`src/hw/rtl/mpi_pkg.sv`:
```
// Package for the modular power block: widths, reset constant, command types.
// No dependencies.
`default_nettype none

package mpi_pkg;

	localparam int MOD_WIDTH    = 32;
	localparam int EXP_WIDTH    = 63;
	localparam int BASE_WIDTH   = 63;
	localparam int EXPIN_WIDTH  = 63;
	localparam int RESULT_WIDTH = 32;
	localparam int CFG_WIDTH    = 32;

	localparam int ENW     = (EXP_WIDTH > MOD_WIDTH) ? EXP_WIDTH : MOD_WIDTH;
	localparam int PROD_W  = 2 * MOD_WIDTH;
	localparam int DIV_RAW = (BASE_WIDTH > PROD_W) ? BASE_WIDTH : PROD_W;
	localparam int DIV_W   = DIV_RAW + (DIV_RAW % 2);
	localparam int STEPS   = DIV_W / 2;
	localparam int CNT_W   = $clog2(STEPS);

	localparam logic [CFG_WIDTH-1:0] MODULUS_RESET = 32'd1000000007;

	typedef struct packed {
		logic load;
		logic step;
		logic mul_acc;
		logic mul_sq;
		logic commit_acc;
		logic commit_sq;
	} mpi_cmd_t;

	typedef struct packed {
		logic mod_small;
		logic exp_zero;
		logic exp_lsb;
		logic red_last;
	} mpi_status_t;

endpackage

`default_nettype wire

```
`src/hw/rtl/mpi_ctrl.sv`:
```
// Controller for the modular power block: square-and-multiply sequencing.
// Depends on mpi_pkg.
`default_nettype none

module mpi_ctrl import mpi_pkg::*; (
	input  wire logic        clk,
	input  wire logic        arst_n,
	input  wire logic        start,
	input  wire mpi_status_t status,
	output mpi_cmd_t         cmd,
	output logic             busy,
	output logic             done
);

	typedef enum logic [3:0] {
		S_IDLE = 4'b0001,
		S_RED  = 4'b0010,
		S_CHK  = 4'b0100,
		S_FIN  = 4'b1000
	} state_t;

	state_t state_q, state_d;
	logic   tgt_acc_q, tgt_acc_d;

	always_ff @(posedge clk or negedge arst_n) begin
		if (!arst_n) begin
			state_q   <= S_IDLE;
			tgt_acc_q <= 1'b0;
		end else begin
			state_q   <= state_d;
			tgt_acc_q <= tgt_acc_d;
		end
	end

	always_comb begin
		state_d   = state_q;
		tgt_acc_d = tgt_acc_q;
		cmd       = '0;
		unique case (state_q)
			S_IDLE: begin
				if (start) begin
					cmd.load  = 1'b1;
					tgt_acc_d = 1'b0;
					state_d   = status.mod_small ? S_FIN : S_RED;
				end
			end
			S_RED: begin
				cmd.step = 1'b1;
				if (status.red_last) begin
					cmd.commit_acc = tgt_acc_q;
					cmd.commit_sq  = !tgt_acc_q;
					state_d        = S_CHK;
				end
			end
			S_CHK: begin
				if (status.exp_zero) begin
					state_d = S_FIN;
				end else if (status.exp_lsb) begin
					cmd.mul_acc = 1'b1;
					tgt_acc_d   = 1'b1;
					state_d     = S_RED;
				end else begin
					cmd.mul_sq = 1'b1;
					tgt_acc_d  = 1'b0;
					state_d    = S_RED;
				end
			end
			S_FIN: begin
				state_d = S_IDLE;
			end
			default: begin
				state_d = S_IDLE;
			end
		endcase
	end

	assign busy = (state_q != S_IDLE);
	assign done = (state_q == S_FIN);

endmodule

`default_nettype wire

```
`src/hw/rtl/mpi_datapath.sv`:
```
// Datapath for the modular power block: operand registers, multiplier,
// two-bit-per-cycle shift-subtract reducer and modulus register. Depends on mpi_pkg.
`default_nettype none

module mpi_datapath import mpi_pkg::*; (
	input  wire logic                    clk,
	input  wire logic                    arst_n,
	input  wire mpi_cmd_t                cmd,
	output mpi_status_t                  status,
	input  wire logic                    opcode,
	input  wire logic [BASE_WIDTH-1:0]   base,
	input  wire logic [EXPIN_WIDTH-1:0]  exponent,
	input  wire logic                    cfg_we,
	input  wire logic [CFG_WIDTH-1:0]    cfg_data,
	output logic      [RESULT_WIDTH-1:0] result
);

	logic [MOD_WIDTH-1:0] mod_q;
	logic [MOD_WIDTH-1:0] acc_q;
	logic [MOD_WIDTH-1:0] sq_q;
	logic [MOD_WIDTH-1:0] rem_q;
	logic [DIV_W-1:0]     div_q;
	logic [ENW-1:0]       exp_q;
	logic [CNT_W-1:0]     cnt_q;

	logic [MOD_WIDTH:0]   mod_ext;
	logic [MOD_WIDTH:0]   sh1, r1, sh2, r2;
	logic [MOD_WIDTH-1:0] rem_next;
	logic [MOD_WIDTH-1:0] mul_a;
	logic [PROD_W-1:0]    prod;
	logic [ENW-1:0]       exp_load;

	always_ff @(posedge clk or negedge arst_n) begin
		if (!arst_n) begin
			mod_q <= MODULUS_RESET[MOD_WIDTH-1:0];
		end else if (cfg_we) begin
			mod_q <= cfg_data[MOD_WIDTH-1:0];
		end
	end

	assign mod_ext = {1'b0, mod_q};
	assign sh1     = {rem_q, div_q[DIV_W-1]};
	assign r1      = (sh1 >= mod_ext) ? (sh1 - mod_ext) : sh1;
	assign sh2     = {r1[MOD_WIDTH-1:0], div_q[DIV_W-2]};
	assign r2      = (sh2 >= mod_ext) ? (sh2 - mod_ext) : sh2;
	assign rem_next = r2[MOD_WIDTH-1:0];

	assign mul_a = cmd.mul_sq ? sq_q : acc_q;
	assign prod  = PROD_W'(mul_a) * PROD_W'(sq_q);

	assign exp_load = opcode ? ENW'(mod_q - MOD_WIDTH'(2))
	                         : ENW'(exponent[EXP_WIDTH-1:0]);

	always_ff @(posedge clk) begin
		if (cmd.load) begin
			div_q <= DIV_W'(base);
			rem_q <= '0;
			cnt_q <= '0;
			acc_q <= (mod_q < MOD_WIDTH'(2)) ? '0 : MOD_WIDTH'(1);
			exp_q <= exp_load;
		end else if (cmd.mul_acc || cmd.mul_sq) begin
			div_q <= DIV_W'(prod);
			rem_q <= '0;
			cnt_q <= '0;
			if (cmd.mul_sq) begin
				exp_q <= exp_q >> 1;
			end
		end else if (cmd.step) begin
			div_q <= div_q << 2;
			rem_q <= rem_next;
			cnt_q <= cnt_q + CNT_W'(1);
			if (cmd.commit_acc) begin
				acc_q    <= rem_next;
				exp_q[0] <= 1'b0;
			end
			if (cmd.commit_sq) begin
				sq_q <= rem_next;
			end
		end
	end

	assign status.mod_small = (mod_q < MOD_WIDTH'(2));
	assign status.exp_zero  = (exp_q == '0);
	assign status.exp_lsb   = exp_q[0];
	assign status.red_last  = (cnt_q == CNT_W'(STEPS - 1));

	assign result = RESULT_WIDTH'(acc_q);

endmodule

`default_nettype wire

```
`src/hw/rtl/modular_power_and_inverse_top.sv`:
```
// Top level of the modular power / Fermat inverse block.
// Depends on mpi_pkg, mpi_ctrl, mpi_datapath.
//
// channel   signals                        transaction
// command   start, busy, opcode/base/exp   start high while busy low
// config    cfg_we, cfg_data               cfg_we high
// result    done, result                   done high, one cycle
//
// One item at a time. A reduction is a load plus 32 two-bit steps. After the
// base is reduced, each set power bit adds a multiply into the accumulator and
// each shift of the power a squaring, each followed by a reduction. A modulus
// below 2 skips every reduction and goes straight to done. Run time is set by
// the shared shift-subtract reducer. No clearing pass after reset; the result
// cannot be stalled.
`default_nettype none

module modular_power_and_inverse_top import mpi_pkg::*; (
	input  wire logic                    clk,
	input  wire logic                    arst_n,
	input  wire logic                    start,
	output logic                         busy,
	input  wire logic                    opcode,
	input  wire logic [BASE_WIDTH-1:0]   base,
	input  wire logic [EXPIN_WIDTH-1:0]  exponent,
	input  wire logic                    cfg_we,
	input  wire logic [CFG_WIDTH-1:0]    cfg_data,
	output logic                         done,
	output logic      [RESULT_WIDTH-1:0] result
);

	mpi_cmd_t    cmd;
	mpi_status_t status;

	mpi_ctrl u_ctrl (
		.clk    (clk),
		.arst_n (arst_n),
		.start  (start),
		.status (status),
		.cmd    (cmd),
		.busy   (busy),
		.done   (done)
	);

	mpi_datapath u_dp (
		.clk      (clk),
		.arst_n   (arst_n),
		.cmd      (cmd),
		.status   (status),
		.opcode   (opcode),
		.base     (base),
		.exponent (exponent),
		.cfg_we   (cfg_we),
		.cfg_data (cfg_data),
		.result   (result)
	);

endmodule

`default_nettype wire

```
`config.mk`:
```
export PLATFORM = sky130hd
export DESIGN_NAME = modular_power_and_inverse_top
export DESIGN_NICKNAME = d
export VERILOG_FILES = /design/src/hw/rtl/mpi_pkg.sv /design/src/hw/rtl/mpi_ctrl.sv /design/src/hw/rtl/mpi_datapath.sv /design/src/hw/rtl/modular_power_and_inverse_top.sv
export SDC_FILE = /design/constraint.sdc
export NUM_CORES = 2
export LEC_CHECK = 0
export BUFFER_PORTS_ARGS = -buffer_cell sky130_fd_sc_hd__buf_2
export CORE_MARGIN = 2
export CORE_UTILIZATION = 45
export DETAILED_ROUTE_END_ITERATION = 10
export HOLD_SLACK_MARGIN = 0.08
export PLACE_DENSITY = 0.6
export SYNTH_ARGS = -nofsm -noshare
export SYNTH_HDL_FRONTEND = slang
export SYNTH_SLANG_ARGS = --single-unit
```
`constraint.sdc`:
```
create_clock -name clk -period 15.2 [get_ports clk]
set_clock_uncertainty 0.2 [all_clocks]
set_input_delay 0.76 -clock clk [delete_from_list [all_inputs] [get_ports clk]]
set_output_delay 0.76 -clock clk [all_outputs]
set_load 0.05 [all_outputs]
```
==> results_dict.tcl <==
set metrics [dict create \
    status "finished clean" \
    rows 121 \
    hold_viol 0 \
    min_period_ns 12.30 \
    final-setup-viol-count 0 \
    root_buffer "clkbuf_16" \
    drtIter0Drc 2675 \
    clock_path_buffers 3 \
    ios 197 \
    clock.fmax_mhz 81.28 \
    critical_path.max_stage_delay_ns 0.89 \
    clk_latency_ns 0.58 \
    syn_avg_cell_area_sq_um 9.238 \
    seq_area_sq_um 7413 \
    arrival_ns 12.42 \
    layout_setup_ws_ns 2.897 \
    cts_tree "yes" \
    drive_above_1_share 0.07643 \
    globalplace.congestion 0.9084 \
    crit_top_cell "fa_1" \
    syn-num-nets 6697 \
    hold_path.class "input port to async pin" \
    cts.sinks 265 \
    synth-seq-area-share 0.1512 \
    start_util 0.4522 \
    worstMarginPinSlew_ns 1.138 \
    wire_per_inst_um 21.31 \
    hold_buffers 0 \
    synth_edf_count 190 \
    cap_violations 0 \
    io_buffers 196 \
    yosysTopAreaCellShare 0.3668 \
    coreArea_sq_um 108400 \
    relSlewSlack 0.2416 \
    crit_type "register to register" \
    cts_setup_buffers 0 \
    final_core_util 0.4797 \
    post-route-period-util 0.8094 \
    track_usage 0.2626 \
    area_growth_pct 6.091 \
    fp.dieW_um 334.0 \
    die-area_sq_um 111600 \
    grt_pass1_vias 38133 \
    postRouteWirelength_um 142800 \
    cts_resized 0 \
    cts.clk_slew.worst_paths_ns 0.07 \
    slew_viol_final 0 \
    crit_path_start_kind "register" \
    dr.pass1.iters 6 \
    synthesis.instances 5306 \
    dp_hpwl_um 113900 \
    drc 0 \
    yosys.area.top_type "fa_1" \
    ys_warn_count 0 \
    htreeDepth 1 \
    die_h_um 334.0 \
    routed_via_density 5.450 \
    vias 36530 \
    synth_area_leaders "fa_1, edfxtp_1, ha_1, and2_1, inv_1" \
    cp-end-kind "register" \
    n_fill_cell 10406 \
    multi_input_area_sq_um 36890 \
    dpl_cell_area_sq_um 50960 \
    ant_nets 0 \
    ys.flop_type "edfxtp_1" \
    grt_max_degree 125 \
    final_nets 6654 \
    ys_ff_latch 265 \
    cts_inserted_buffers 29 \
    synth_cell_type_count 99 \
    reg2reg_slack_ns 2.90 \
    rsz0062_at_grt "false" \
    async_flop_share 0.1396 \
    tns_ns 0 \
    grt_pass1_wl_um 226600 \
    placement.setup.worst_slack_ns 2.833 \
    cpMaxStageDelayCell "or4b_4" \
    antenna_found_initial 9 \
    fin_area_sq_um 52000 \
    crit_fanout 76 \
    syn-cell-area_sq_um 49020 \
    critPathRequiredTime_ns 15.31 \
    gr-total-overflow 0 \
]
[synth_stat cells, drive strengths merged (25+ instances only)]
library cell and count:
o21a 35, nor4 25, nor2 134, o21ai 278
a22oi 48, clkbuf 300, xnor2 98, inv 945
xor2 37, mux2 49, a21oi 182, nand3 70
mux2i 35, edfxtp 190, nand4 37, and2 585
a21o 57, fa 898, dfxtp 38, ha 330
nand2 614
[cell type report]
| type | instances | area share |
|---|---|---|
| antenna | 3 | 0.0001444 |
| clock buffer | 34 | 0.01549 |
| clock inverter | 20 | 0.004451 |
| inverter | 945 | 0.06821 |
| multi-input combinational | 3779 | 0.7095 |
| sequential | 265 | 0.1426 |
| tap | 1414 | 0.03402 |
| timing repair buffer | 243 | 0.02565 |
[flip-flops by register name, summed over array words and instances, names as in the netlist]
signal and cells:
u_dp.div_q 64, u_dp.exp_q 63, u_dp.mod_q 32, u_dp.rem_q 32, u_dp.result 32, u_dp.sq_q 32
u_dp.cnt_q 5, u_ctrl.state_q 4, u_ctrl.tgt_acc_q 1
[worst max-delay path: cells and delay by family, from the launching register on]
kind,cells,cell delay (ns)
adders and majority gates,9,4.43
AOI/OAI and AO/OA,7,2.03
buffers and inverters,5,0.80
DFF,1,0.50
and+or+nand+nor,8,3.10
muxes,2,0.91
[layer usage]
metal | vias up | global-route usage | part of all wire
met5 | - | 0 | 0
met4 | 0 | 0.08482 | 0.036
met3 | 227 | 0.04418 | 0.073
met2 | 1182 | 0.4113 | 0.45
met1 | 18546 | 0.3716 | 0.44
li1 | 16575 | - | -
[final timing paths]
kind,start,endpoint,cells after the start
worst min register to register,u_dp.cnt_q[4],u_dp.cnt_q[4],2
worst max register to register,u_dp.exp_q[0],u_dp.div_q[60],31
max in group asynchronous,arst_n,u_dp.mod_q[3],1
worst max-delay path,u_dp.exp_q[0],u_dp.div_q[60],31
min in group clk,cfg_data[21],u_dp.mod_q[21],3
worst min-delay path,arst_n,u_dp.mod_q[13],1
[through the flow]
stage | instances | hold WS [ns]
2_1_floorplan | 5306 | 0.2403
3_3_place_gp | 6646 | 0.2495
3_5_place_dp | 6646 | 0.2620
4_1_cts | 6700 | 0.09236
5_1_grt | 6703 | 0.1372
6_report | 6703 | 0.08752
[cell usage in the layout (no fill, tap or decap), types with 17 or more instances in the layout]
| cell | n |
|---|---|
| a21o_1 | 56 |
| a21oi_1 | 181 |
| a22oi_1 | 48 |
| a31oi_1 | 23 |
| and2_1 | 582 |
| and3_1 | 18 |
| buf_2 | 196 |
| buf_4 | 47 |
| clkbuf_16 | 30 |
| dfrtp_1 | 20 |
| dfstp_2 | 17 |
| dfxtp_1 | 38 |
| edfxtp_1 | 190 |
| fa_1 | 898 |
| ha_1 | 330 |
| inv_1 | 944 |
| mux2_2 | 47 |
| mux2i_1 | 35 |
| nand2_1 | 612 |
| nand3_1 | 70 |
| nand4_1 | 37 |
| nor2_1 | 133 |
| nor3_1 | 21 |
| nor4_1 | 23 |
| o21a_1 | 35 |
| o21ai_0 | 208 |
| o21ai_1 | 69 |
| xnor2_1 | 98 |
| xor2_1 | 37 |
[logic make-up (layout without fill, tap and decap cells)]
family | count (synthesis) | count (layout) | synth area share
xor+xnor | 135 | 135 | 0.02412
compound gates | 756 | 756 | 0.09542
simple gates | 1576 | 1576 | 0.1627
fa+ha+maj | 1228 | 1228 | 0.4510
mux | 84 | 84 | 0.01840
other cells | 0 | 3 | 0
flops | 265 | 265 | 0.1512
buf+inv | 1262 | 1242 | 0.09710
Power is left out: the tool's default activity adds up to more than one toggle a clock period on the data nets, which glitch-free logic cannot reach.
